--- src/lssc_pkg.sv ---
// ----------------------------------------------------------------------------
// lssc_pkg
// Shared types and constants of the LED step sequencer with crossfade.
// ----------------------------------------------------------------------------
`default_nettype none

package lssc_pkg;

   localparam int CHANNELS      = 7;
   localparam int MAX_STEPS     = 16;
   localparam int PWM_MAX       = 1023;
   localparam int FULL          = 255;
   localparam int FULL_SQ       = 255 * 255;
   localparam int MIN_STEP_TIME = 10;
   localparam int TABLE_DEPTH   = CHANNELS * MAX_STEPS;

   // request commands
   localparam logic [1:0] CMD_TICK  = 2'd0;
   localparam logic [1:0] CMD_SET   = 2'd1;
   localparam logic [1:0] CMD_LOAD  = 2'd2;
   localparam logic [1:0] CMD_SPARE = 2'd3;

   // configuration register indexes
   localparam logic [2:0] REG_MODE   = 3'd0;
   localparam logic [2:0] REG_MASTER = 3'd1;
   localparam logic [2:0] REG_XFADE  = 3'd2;
   localparam logic [2:0] REG_STIME  = 3'd3;
   localparam logic [2:0] REG_COUNT  = 3'd4;
   localparam logic [2:0] REG_SPARE  = 3'd7;

   // datapath operations
   localparam logic [4:0] OP_IDLE    = 5'd0;
   localparam logic [4:0] OP_LOAD    = 5'd1;
   localparam logic [4:0] OP_MOD     = 5'd2;
   localparam logic [4:0] OP_COMMIT  = 5'd3;
   localparam logic [4:0] OP_PREP    = 5'd4;
   localparam logic [4:0] OP_DIVINIT = 5'd5;
   localparam logic [4:0] OP_DIVSTEP = 5'd6;
   localparam logic [4:0] OP_RDA     = 5'd7;
   localparam logic [4:0] OP_RDB     = 5'd8;
   localparam logic [4:0] OP_MUL     = 5'd9;
   localparam logic [4:0] OP_LVL     = 5'd10;
   localparam logic [4:0] OP_DMUL    = 5'd11;
   localparam logic [4:0] OP_DY      = 5'd12;
   localparam logic [4:0] OP_DQ      = 5'd13;
   localparam logic [4:0] OP_DR      = 5'd14;
   localparam logic [4:0] OP_FIX     = 5'd15;
   localparam logic [4:0] OP_DSTORE  = 5'd16;
   localparam logic [4:0] OP_OUT     = 5'd17;

   typedef struct packed {
      logic [1:0] command;
      logic [2:0] channel;
      logic [3:0] step_slot;
      logic [7:0] level_value;
   } req_type;

   typedef struct packed {
      logic [9:0] duty_0;
      logic [9:0] duty_1;
      logic [9:0] duty_2;
      logic [9:0] duty_3;
      logic [9:0] duty_4;
      logic [9:0] duty_5;
      logic [9:0] duty_6;
      logic [3:0] current_step;
   } rsp_type;

   typedef struct packed {
      logic [4:0] op;
      logic [2:0] ch;
   } ctrl_cmd_type;

   typedef struct packed {
      logic prog;
      logic mod_lt;
      logic fade;
      logic fix_lt;
   } dp_status_type;

endpackage

`default_nettype wire

--- src/lssc_dp.sv ---
// ----------------------------------------------------------------------------
// lssc_dp
// Datapath: configuration, step state, table memory, crossfade divider,
// per-channel level and duty arithmetic, response register.
// ----------------------------------------------------------------------------
`default_nettype none

module lssc_dp
   import lssc_pkg::*;
(
   input  wire logic          clock,
   input  wire logic          reset,
   input  wire logic          csr_valid,
   input  wire logic [2:0]    csr_index,
   input  wire logic [15:0]   csr_data,
   input  wire req_type       req_data,
   input  wire ctrl_cmd_type  cmd,
   output dp_status_type      st,
   output rsp_type            rsp_data
);

   logic        mode_ff;
   logic [7:0]  master_ff;
   logic [7:0]  xfade_ff;
   logic [15:0] stime_ff;
   logic [4:0]  count_ff;

   logic [7:0]  lamp_ff [CHANNELS];
   logic [9:0]  duty_ff [CHANNELS];
   logic [7:0]  mem [TABLE_DEPTH];
   logic [TABLE_DEPTH-1:0] vld_ff;
   logic [7:0]  mem_rd_ff;
   logic        vld_rd_ff;

   logic [3:0]  si_ff;
   logic [15:0] phase_ff;
   logic [4:0]  v_ff;
   logic        do_mod_ff;
   logic [3:0]  cur_ff;
   logic [3:0]  nxt_ff;
   logic [23:0] t255_ff;
   logic [23:0] ct_ff;
   logic [23:0] den_ff;
   logic [31:0] num_ff;
   logic [24:0] rem_ff;
   logic [7:0]  ta_ff;
   logic [15:0] pa_ff;
   logic [15:0] pb_ff;
   logic [15:0] x_ff;
   logic [25:0] y_ff;
   logic [9:0]  q_ff;
   logic [18:0] r_ff;
   rsp_type     rsp_ff;

   logic [4:0]  n_eff;
   logic [15:0] ph_inc;
   logic        wrap;
   logic [4:0]  v_inc;
   logic [15:0] t_eff;
   logic [23:0] diff;
   logic [24:0] shifted;
   logic [7:0]  b8;
   logic [7:0]  a8;
   logic [6:0]  rd_addr;
   logic [6:0]  wr_addr;
   logic [7:0]  rdata;
   logic [16:0] lvl_sum;
   logic [16:0] lvl_q;
   logic [34:0] y511;
   logic [26:0] q_sum;
   logic [25:0] q_prod;
   logic [25:0] r_full;
   logic        tbl_we;

   always_comb begin
      n_eff = count_ff;
      if (count_ff == 5'd0) begin
         n_eff = 5'd1;
      end else if (count_ff > 5'(MAX_STEPS)) begin
         n_eff = 5'(MAX_STEPS);
      end
   end

   assign ph_inc  = phase_ff + 16'd1;
   assign wrap    = (req_data.command == CMD_TICK) && (ph_inc >= stime_ff);
   assign v_inc   = v_ff + 5'd1;
   assign t_eff   = (phase_ff < stime_ff) ? phase_ff : (stime_ff - 16'd1);
   assign diff    = t255_ff - ct_ff;
   assign shifted = {rem_ff[23:0], num_ff[31]};
   assign b8      = (|num_ff[31:8]) ? 8'(FULL) : num_ff[7:0];
   assign a8      = 8'(FULL) - b8;
   assign rd_addr = {cmd.ch, (cmd.op == OP_RDB) ? nxt_ff : cur_ff};
   assign wr_addr = {req_data.channel, req_data.step_slot};
   assign rdata   = vld_rd_ff ? mem_rd_ff : 8'd0;
   assign lvl_sum = 17'(pa_ff) + 17'(pb_ff);
   // exact divide by 255 for sums up to 255*255
   assign lvl_q   = (lvl_sum + 17'd1 + (lvl_sum >> 8)) >> 8;
   // reciprocal estimate of y / 65025, never above the true quotient
   assign y511    = {y_ff, 9'd0} - 35'(y_ff);
   assign q_sum   = 27'(y_ff) + 27'(y511[34:16]);
   assign q_prod  = {q_ff, 16'd0} - 26'({q_ff, 9'd0}) + 26'(q_ff);
   assign r_full  = y_ff - q_prod;
   assign tbl_we  = (cmd.op == OP_LOAD) && (req_data.command == CMD_LOAD)
                    && (req_data.channel < 3'(CHANNELS));

   assign st.prog   = mode_ff;
   assign st.mod_lt = v_ff < n_eff;
   assign st.fade   = {1'b0, t255_ff} >= ({1'b0, ct_ff} + 25'(stime_ff));
   assign st.fix_lt = r_ff < 19'(FULL_SQ);

   assign rsp_data = rsp_ff;

   // configuration and step state
   always_ff @(posedge clock) begin
      if (reset) begin
         mode_ff   <= 1'b0;
         master_ff <= 8'd128;
         xfade_ff  <= 8'd50;
         stime_ff  <= 16'd1000;
         count_ff  <= 5'd1;
         si_ff     <= 4'd0;
         phase_ff  <= 16'd0;
         for (int i = 0; i < CHANNELS; i++) begin
            lamp_ff[i] <= 8'(FULL);
         end
      end else begin
         if (csr_valid) begin
            case (csr_index)
               REG_MODE:   mode_ff   <= csr_data[0];
               REG_MASTER: master_ff <= csr_data[7:0];
               REG_XFADE:  xfade_ff  <= csr_data[7:0];
               REG_STIME:  stime_ff  <= (csr_data < 16'(MIN_STEP_TIME)) ?
                                        16'(MIN_STEP_TIME) : csr_data;
               REG_COUNT:  count_ff  <= csr_data[4:0];
               default: ;
            endcase
         end
         case (cmd.op)
            OP_LOAD: begin
               if (req_data.command == CMD_TICK) begin
                  phase_ff <= wrap ? 16'd0 : ph_inc;
               end
               if ((req_data.command == CMD_SET) && (req_data.channel < 3'(CHANNELS))) begin
                  lamp_ff[req_data.channel] <= req_data.level_value;
               end
            end
            OP_COMMIT: begin
               if (do_mod_ff) begin
                  si_ff <= v_ff[3:0];
               end
            end
            OP_LVL: lamp_ff[cmd.ch] <= lvl_q[7:0];
            default: ;
         endcase
      end
   end

   always_ff @(posedge clock) begin
      if (reset) begin
         vld_ff <= '0;
      end else if (tbl_we) begin
         vld_ff[wr_addr] <= 1'b1;
      end
   end

   always_ff @(posedge clock) begin
      if (tbl_we) begin
         mem[wr_addr] <= req_data.level_value;
      end
      mem_rd_ff <= mem[rd_addr];
      vld_rd_ff <= vld_ff[rd_addr];
   end

   // working registers
   always_ff @(posedge clock) begin
      case (cmd.op)
         OP_LOAD: begin
            v_ff      <= {1'b0, si_ff} + {4'd0, wrap};
            do_mod_ff <= mode_ff | wrap;
         end
         OP_MOD: v_ff <= v_ff - n_eff;
         OP_COMMIT: begin
            cur_ff <= v_ff[3:0];
            nxt_ff <= (v_inc == n_eff) ? 4'd0 : v_inc[3:0];
         end
         OP_PREP: begin
            t255_ff <= {t_eff, 8'd0} - 24'(t_eff);
            ct_ff   <= 24'(xfade_ff) * 24'(stime_ff);
            den_ff  <= 24'(8'(FULL) - xfade_ff) * 24'(stime_ff);
         end
         OP_DIVINIT: begin
            num_ff <= st.fade ? ({diff, 8'd0} - 32'(diff)) : 32'd0;
            rem_ff <= 25'd0;
         end
         OP_DIVSTEP: begin
            if (shifted >= {1'b0, den_ff}) begin
               rem_ff <= shifted - {1'b0, den_ff};
               num_ff <= {num_ff[30:0], 1'b1};
            end else begin
               rem_ff <= shifted;
               num_ff <= {num_ff[30:0], 1'b0};
            end
         end
         OP_RDB: ta_ff <= rdata;
         OP_MUL: begin
            pa_ff <= 16'(a8) * 16'(ta_ff);
            pb_ff <= 16'(b8) * 16'(rdata);
         end
         OP_DMUL: x_ff <= 16'(lamp_ff[cmd.ch]) * 16'(master_ff);
         OP_DY:   y_ff <= {x_ff, 10'd0} - 26'(x_ff);
         OP_DQ:   q_ff <= q_sum[25:16];
         OP_DR:   r_ff <= r_full[18:0];
         OP_FIX: begin
            r_ff <= r_ff - 19'(FULL_SQ);
            q_ff <= q_ff + 10'd1;
         end
         OP_DSTORE: duty_ff[cmd.ch] <= q_ff;
         OP_OUT: begin
            rsp_ff.duty_0       <= duty_ff[0];
            rsp_ff.duty_1       <= duty_ff[1];
            rsp_ff.duty_2       <= duty_ff[2];
            rsp_ff.duty_3       <= duty_ff[3];
            rsp_ff.duty_4       <= duty_ff[4];
            rsp_ff.duty_5       <= duty_ff[5];
            rsp_ff.duty_6       <= duty_ff[6];
            rsp_ff.current_step <= si_ff;
         end
         default: ;
      endcase
   end

endmodule

`default_nettype wire

--- src/lssc_ctrl.sv ---
// ----------------------------------------------------------------------------
// lssc_ctrl
// Controller: sequences one request through step update, crossfade
// division, level and duty loops, and owns the response valid flag.
// ----------------------------------------------------------------------------
`default_nettype none

module lssc_ctrl
   import lssc_pkg::*;
(
   input  wire logic          clock,
   input  wire logic          reset,
   input  wire logic          req_valid,
   output logic               req_ready,
   output logic               rsp_valid,
   input  wire logic          rsp_ready,
   input  wire dp_status_type st,
   output ctrl_cmd_type       cmd
);

   localparam logic [3:0] S_IDLE = 4'd0;
   localparam logic [3:0] S_MOD  = 4'd1;
   localparam logic [3:0] S_PREP = 4'd2;
   localparam logic [3:0] S_CMP  = 4'd3;
   localparam logic [3:0] S_DIV  = 4'd4;
   localparam logic [3:0] S_RDA  = 4'd5;
   localparam logic [3:0] S_RDB  = 4'd6;
   localparam logic [3:0] S_MUL  = 4'd7;
   localparam logic [3:0] S_LVL  = 4'd8;
   localparam logic [3:0] S_DMUL = 4'd9;
   localparam logic [3:0] S_DY   = 4'd10;
   localparam logic [3:0] S_DQ   = 4'd11;
   localparam logic [3:0] S_DR   = 4'd12;
   localparam logic [3:0] S_FIX  = 4'd13;
   localparam logic [3:0] S_OUT  = 4'd14;

   logic [3:0] state_ff, state_in;
   logic [2:0] ch_ff, ch_in;
   logic [4:0] div_ff, div_in;
   logic       rsp_valid_ff, rsp_valid_in;
   logic       ch_last;

   assign ch_last   = ch_ff == 3'(CHANNELS - 1);
   assign req_ready = state_ff == S_IDLE;
   assign rsp_valid = rsp_valid_ff;

   always_comb begin
      state_in     = state_ff;
      ch_in        = ch_ff;
      div_in       = div_ff;
      rsp_valid_in = rsp_valid_ff & ~rsp_ready;
      cmd.op       = OP_IDLE;
      cmd.ch       = ch_ff;
      case (state_ff)
         S_IDLE: begin
            if (req_valid) begin
               cmd.op   = OP_LOAD;
               state_in = S_MOD;
            end
         end
         S_MOD: begin
            if (st.mod_lt) begin
               cmd.op   = OP_COMMIT;
               state_in = st.prog ? S_PREP : S_DMUL;
            end else begin
               cmd.op = OP_MOD;
            end
         end
         S_PREP: begin
            cmd.op   = OP_PREP;
            state_in = S_CMP;
         end
         S_CMP: begin
            cmd.op   = OP_DIVINIT;
            div_in   = 5'd0;
            state_in = st.fade ? S_DIV : S_RDA;
         end
         S_DIV: begin
            cmd.op = OP_DIVSTEP;
            div_in = div_ff + 5'd1;
            if (div_ff == 5'd31) begin
               state_in = S_RDA;
            end
         end
         S_RDA: begin
            cmd.op   = OP_RDA;
            state_in = S_RDB;
         end
         S_RDB: begin
            cmd.op   = OP_RDB;
            state_in = S_MUL;
         end
         S_MUL: begin
            cmd.op   = OP_MUL;
            state_in = S_LVL;
         end
         S_LVL: begin
            cmd.op = OP_LVL;
            if (ch_last) begin
               ch_in    = 3'd0;
               state_in = S_DMUL;
            end else begin
               ch_in    = ch_ff + 3'd1;
               state_in = S_RDA;
            end
         end
         S_DMUL: begin
            cmd.op   = OP_DMUL;
            state_in = S_DY;
         end
         S_DY: begin
            cmd.op   = OP_DY;
            state_in = S_DQ;
         end
         S_DQ: begin
            cmd.op   = OP_DQ;
            state_in = S_DR;
         end
         S_DR: begin
            cmd.op   = OP_DR;
            state_in = S_FIX;
         end
         S_FIX: begin
            if (st.fix_lt) begin
               cmd.op = OP_DSTORE;
               if (ch_last) begin
                  ch_in    = 3'd0;
                  state_in = S_OUT;
               end else begin
                  ch_in    = ch_ff + 3'd1;
                  state_in = S_DMUL;
               end
            end else begin
               cmd.op = OP_FIX;
            end
         end
         S_OUT: begin
            // hold until the response register is free
            if (!rsp_valid_ff || rsp_ready) begin
               cmd.op       = OP_OUT;
               rsp_valid_in = 1'b1;
               state_in     = S_IDLE;
            end
         end
         default: state_in = S_IDLE;
      endcase
   end

   always_ff @(posedge clock) begin
      if (reset) begin
         state_ff     <= S_IDLE;
         ch_ff        <= 3'd0;
         div_ff       <= 5'd0;
         rsp_valid_ff <= 1'b0;
      end else begin
         state_ff     <= state_in;
         ch_ff        <= ch_in;
         div_ff       <= div_in;
         rsp_valid_ff <= rsp_valid_in;
      end
   end

endmodule

`default_nettype wire

--- src/led_step_sequencer_crossfade.sv ---
// ----------------------------------------------------------------------------
// led_step_sequencer_crossfade
// Seven-channel light sequencer with step table and crossfade.
// ----------------------------------------------------------------------------
// Usage:
//   req_*  carries one request: a 1 ms tick, a lamp level write or a step
//          table write. One request is processed at a time; req_ready is
//          high while the controller is idle.
//   rsp_*  returns one response per request: seven PWM duties and the
//          current step. The response sits in an output register, so a
//          finished response may wait while the next request is taken.
//   csr_*  writes configuration registers (index 0..4); always ready.
// Sequence: fader mode runs accept, step update, then for each of the 7
//   channels the duty steps (multiply, scale, quotient, remainder, store)
//   with at most one quotient correction each, then output; program mode
//   adds the crossfade (prepare, compare and, when fading, the 32-step
//   quotient loop), plus table reads and level blend per channel. The step
//   modulo loop repeats while the advanced step index is at or above the step count.
// Reset: levels 255, table cleared by per-entry valid bits (no sweep),
//   step 0, phase 0, registers at their defaults.
// A stalled receiver holds the controller at its final state once the
//   output register is full.
// ----------------------------------------------------------------------------
`default_nettype none

module led_step_sequencer_crossfade
   import lssc_pkg::*;
(
   input  wire logic        clock,
   input  wire logic        reset,
   input  wire logic        req_valid,
   output logic             req_ready,
   input  wire req_type     req_data,
   output logic             rsp_valid,
   input  wire logic        rsp_ready,
   output rsp_type          rsp_data,
   input  wire logic        csr_valid,
   output logic             csr_ready,
   input  wire logic [2:0]  csr_index,
   input  wire logic [15:0] csr_data
);

   ctrl_cmd_type  cmd;
   dp_status_type st;

   assign csr_ready = 1'b1;

   lssc_ctrl u_ctrl (
      .clock     (clock),
      .reset     (reset),
      .req_valid (req_valid),
      .req_ready (req_ready),
      .rsp_valid (rsp_valid),
      .rsp_ready (rsp_ready),
      .st        (st),
      .cmd       (cmd)
   );

   lssc_dp u_dp (
      .clock     (clock),
      .reset     (reset),
      .csr_valid (csr_valid & csr_ready),
      .csr_index (csr_index),
      .csr_data  (csr_data),
      .req_data  (req_data),
      .cmd       (cmd),
      .st        (st),
      .rsp_data  (rsp_data)
   );

endmodule

`default_nettype wire

--- config.mk ---
export PLATFORM = sky130hd
export DESIGN_NAME = led_step_sequencer_crossfade
export DESIGN_NICKNAME = d
export VERILOG_FILES = /design/src/lssc_pkg.sv /design/src/lssc_dp.sv /design/src/lssc_ctrl.sv /design/src/led_step_sequencer_crossfade.sv
export SDC_FILE = /design/constraint.sdc
export NUM_CORES = 2
export LEC_CHECK = 0
export ABC_AREA = 1
export BUFFER_PORTS_ARGS = -buffer_cell sky130_fd_sc_hd__buf_2
export CAP_MARGIN = 0
export CORE_UTILIZATION = 50
export DETAILED_ROUTE_END_ITERATION = 10
export PLACE_DENSITY_LB_ADDON = 0.25
export REMOVE_ABC_BUFFERS = 1
export SLEW_MARGIN = 10
export SYNTH_ARGS = -nofsm -noshare
export SYNTH_HDL_FRONTEND = slang
export SYNTH_SLANG_ARGS = --single-unit
export TNS_END_PERCENT = 1
--- constraint.sdc ---
create_clock -name clock -period 17.9 [get_ports clock]
set_input_delay 0 -clock clock [delete_from_list [all_inputs] [get_ports clock]]
set_output_delay 0 -clock clock [all_outputs]
set_load 0.03 [all_outputs]
==> run_summary.xml <==
<?xml version="1.0" encoding="UTF-8"?>
<metrics>
  <group name="sta">
    <metric name="timing_limited_maximum_frequency" unit="GHz">0.149</metric>
    <metric name="rsz0062_at_grt" unit="">false</metric>
    <metric name="post-route-period-util" unit="">0.375</metric>
    <metric name="setup_total_negative_slack" unit="ns">0</metric>
    <metric name="slew-limit-headroom" unit="">0.162</metric>
    <metric name="post-route-worst-setup-slack" unit="ns">11.18</metric>
    <metric name="whs" unit="ns">0.0693</metric>
    <metric name="report.final.setup_viol" unit="">0</metric>
    <metric name="timing.final.max_slew_violations" unit="">0</metric>
    <metric name="hold_violations" unit="">0</metric>
    <metric name="layout_min_cycle_time" unit="ns">6.72</metric>
    <metric name="finalClockSkew" unit="ns">0.0412</metric>
    <metric name="worst-slew-pin-transition" unit="ns">1.24</metric>
  </group>
  <group name="synth">
    <metric name="synth-xor-area-share" unit="">0.0267</metric>
    <metric name="synth.distinct_cells" unit="">64</metric>
    <metric name="syn_inst" unit="">9073</metric>
    <metric name="synth_edf_count" unit="">1349</metric>
    <metric name="synth-simple-area-share" unit="">0.149</metric>
    <metric name="synth_largest_area_cell" unit="">edfxtp_1</metric>
    <metric name="mappedNetlistArea" unit="um2">88500</metric>
    <metric name="synth_compound_gate_area_share" unit="">0.114</metric>
    <metric name="synth-adder-area-share" unit="">0.137</metric>
    <metric name="synth-main-ff-cell" unit="">edfxtp_1</metric>
    <metric name="synth_top_family_by_area" unit="">simple AND/OR/NAND/NOR gates</metric>
    <metric name="synth.yosys.seq_area_share" unit="">0.504</metric>
    <metric name="yosys_warnings" unit="">0</metric>
    <metric name="ys_async_sr_fraction" unit="">0</metric>
    <metric name="post_synth_mux_area_share" unit="">0.000113</metric>
    <metric name="fraction_of_synthesized_cell_area_taken_by_the_top_area_cell_type" unit="">0.458</metric>
    <metric name="postSynthRegisterBits" unit="">1552</metric>
    <metric name="synthTopCellsByArea" unit="">edfxtp_1, ha_1, nand2_1</metric>
    <metric name="syn-mean-instance-area" unit="um2">9.76</metric>
  </group>
  <group name="setup_path">
    <metric name="cp-end-kind" unit="">register</metric>
    <metric name="criticalPathCategory" unit="">register to register</metric>
    <metric name="reg2reg_depth" unit="">25</metric>
    <metric name="timing.critical_path.arrival" unit="ns">7.26</metric>
    <metric name="required" unit="ns">18.44</metric>
    <metric name="worstPathMaxFanout" unit="">24</metric>
    <metric name="setup.worst_path.start_class" unit="">register</metric>
  </group>
  <group name="power">
    <metric name="power.ir.vdd_worst" unit="mV">0.135</metric>
    <metric name="power.density" unit="nW/um2">115</metric>
    <metric name="fin_total_pwr" unit="mW">11.2</metric>
    <metric name="leakage" unit="nW">40.6</metric>
  </group>
  <group name="routing">
    <metric name="antenna_left" unit="">0</metric>
    <metric name="drtIter0Drc" unit="">6072</metric>
    <metric name="route.vias.total" unit="">65189</metric>
    <metric name="drt-pass1-iter-count" unit="">6</metric>
    <metric name="drc" unit="">0</metric>
    <metric name="vias_per_cell" unit="">5.60</metric>
    <metric name="detail_route.wirelength" unit="um">235000</metric>
    <metric name="post_detailed_route_wirelength_per_cell" unit="um">20.2</metric>
  </group>
  <group name="placement">
    <metric name="dp.cells" unit="">11265</metric>
    <metric name="gp_routability_congestion" unit="">0.953</metric>
    <metric name="dp_slack" unit="ns">11.32</metric>
    <metric name="port_buffers" unit="">116</metric>
    <metric name="dp_hpwl" unit="um">159000</metric>
  </group>
  <group name="finish">
    <metric name="nets" unit="">9992</metric>
    <metric name="final_cell_mix" unit="">nand2_1, edfxtp_1, inv_1</metric>
    <metric name="non_filler_instance_count_after_layout" unit="">11636</metric>
    <metric name="fillerInstances" unit="">15323</metric>
    <metric name="areaGrowthSynthToFinish" unit="%">9.73</metric>
    <metric name="mostFrequentLayoutCell" unit="">nand2_1</metric>
    <metric name="final_layout_size_suffix_gt1_frac" unit="">0.0573</metric>
  </group>
  <group name="floorplanning">
    <metric name="num_io_pins" unit="">118</metric>
    <metric name="rows" unit="">154</metric>
    <metric name="core_area" unit="um2">176000</metric>
    <metric name="die-height" unit="um">423</metric>
    <metric name="die_w" unit="um">423</metric>
    <metric name="die-area" unit="um2">179000</metric>
    <metric name="initial_utilization" unit="">0.503</metric>
  </group>
  <group name="hold_path">
    <metric name="hold-path-cell-count" unit="">4</metric>
    <metric name="worst_hold_check_path_type" unit="">input port to register</metric>
  </group>
  <group name="cts">
    <metric name="cts.repair.resized" unit="">0</metric>
    <metric name="path_clk_slew" unit="ns">0.07</metric>
    <metric name="cts_made_buffers" unit="">163</metric>
    <metric name="longest_clk_path_bufs" unit="">3</metric>
    <metric name="tritoncts" unit="">done</metric>
    <metric name="cts.root.buffer_cell" unit="">clkbuf_16</metric>
    <metric name="numClockSinks" unit="">1552</metric>
    <metric name="h-tree-depth" unit="">4</metric>
    <metric name="worstSkewPairLatency" unit="ns">0.82</metric>
  </group>
  <group name="global_routing">
    <metric name="first_global_vias" unit="">63924</metric>
    <metric name="globalRouteTotalUtil" unit="">0.259</metric>
    <metric name="grt_start_max_net_pins" unit="">209</metric>
    <metric name="grt_first_pass_wirelength" unit="um">362000</metric>
    <metric name="overflow" unit="">0</metric>
    <metric name="antenna_found_initial" unit="">7</metric>
  </group>
  <group name="run_status">
    <metric name="outcome" unit="">finished, final reports clean</metric>
  </group>
  <group name="run">
    <metric name="max-cap-violations" unit="">0</metric>
  </group>
</metrics>
-- cell families after synthesis --
family,after synthesis
muxes,1
buffers and inverters,1531
other,1
adders and majority gates,796
and+or+nand+nor,3218
AOI/OAI and AO/OA,1704
xor gates and xnor gates,270
DFF,1552
-- metrics by stage --
step	cell area, um2	util
after CTS	97100	0.552
final	97100	0.552
after global routing	97100	0.552
after detailed placement	91100	0.518
after floorplan	86900	-
after global placement	91100	0.518
-- synthesized netlist by cell type, types with 12 or more instances --
master and instances:
ha_1 512, a21o_1 18, o22ai_1 30, clkbuf_1 163, o221ai_1 85, inv_2 12, o21bai_1 79, nand3b_1 14
nor2_4 13, o211ai_1 177, buf_4 27, nand4_1 63, buf_6 16, fa_1 284, edfxtp_1 1349, xor2_1 180
clkinv_1 13, nand2_1 1626, or2_2 33, a21oi_1 377, o21ai_1 56, nand3_1 386, nor4_1 21, nor2_1 954
buf_2 111, o21ai_0 672, inv_1 1175, xnor2_1 90, dfxtp_1 203, nor3_1 72, o21a_1 124, a31oi_1 29
a211oi_1 16
-- path summary, 6_finish.rpt --
check,endpoint,startpoint,slack (ns)
setup / recovery,u_dp.den_ff[22],u_dp.xfade_ff[2],11.18
hold / removal,u_dp.mem[18][0],req_data[11],0.07
setup reg to reg,u_dp.den_ff[22],u_dp.xfade_ff[2],11.18
hold reg to reg,rsp_data[6],u_dp.duty_ff[6][2],0.41
-- report_power, final --
part,leakage (nW),switching [mW],internal (mW)
Combinational,24.2,2.37,1.22
Sequential,13.7,0.0749,4.13
Clock,2.64,1.45,1.92
Total,40.6,3.90,7.27
-- critical path: stages, from the launching register on --
cell and delay [ns]:
dfxtp_1 0.99, clkinv_1 0.62, nand2_1 0.23, fa_1 0.45, fa_1 0.46, inv_1 0.07
ha_1 0.14, inv_1 0.05, fa_1 0.55, inv_1 0.05, ha_1 0.27, inv_1 0.05
fa_1 0.52, inv_1 0.04, ha_1 0.35, a21oi_1 0.17, or2_0 0.12, nand3_1 0.10
a21boi_1 0.22, o21ai_0 0.17, a21boi_0 0.37, o21ai_1 0.18, nand2_1 0.11, nand2_1 0.05
nand2_1 0.06, nand2_1 0.04
-- state kept, by name, summed over array words and instances, names as in the netlist, 8 cells and up, named ones only --
register,count
rsp_data,70
u_dp.ct_ff,24
u_dp.den_ff,24
u_dp.duty_ff,70
u_dp.lamp_ff,64
u_dp.master_ff,8
u_dp.mem,896
u_dp.mem_rd_ff,8
u_dp.num_ff,32
u_dp.pa_ff,16
u_dp.pb_ff,16
u_dp.phase_ff,16
u_dp.q_ff,10
u_dp.r_ff,19
u_dp.rem_ff,24
u_dp.stime_ff,16
u_dp.t255_ff,24
u_dp.ta_ff,8
u_dp.vld_ff,112
u_dp.x_ff,16
u_dp.xfade_ff,8
u_dp.y_ff,26
-- area by class of cell --
class / count / area [um2] / share of cell area
clock buffers: 223 / 4570 / 0.0471
multi-input cells: 5990 / 37900 / 0.390
well taps: 2340 / 2930 / 0.0301
clock inverters: 81 / 811 / 0.00835
inverters: 1202 / 4520 / 0.0466
diodes: 2 / 5.00 / 0.0000515
flip-flops and latches: 1552 / 44600 / 0.459
repair buffers: 246 / 1790 / 0.0184
-- layer usage --
| metal | wire [um] | global-route usage | vias to the layer above | part of all wire |
|---|---|---|---|---|
| met5 | 0 | 0 | - | 0 |
| met4 | 7760 | 0.0940 | 0 | 0.033 |
| met3 | 16200 | 0.0368 | 399 | 0.069 |
| met2 | 110000 | 0.424 | 2218 | 0.47 |
| met1 | 100000 | 0.351 | 31678 | 0.43 |
| li1 | - | - | 30894 | - |
-- timing repair --
item,in CTS,in global routing
hold buffers,65,0
buffers inserted,0,0
endpoints found under the hold margin,513,0
(Power assumes the default switching activity.)
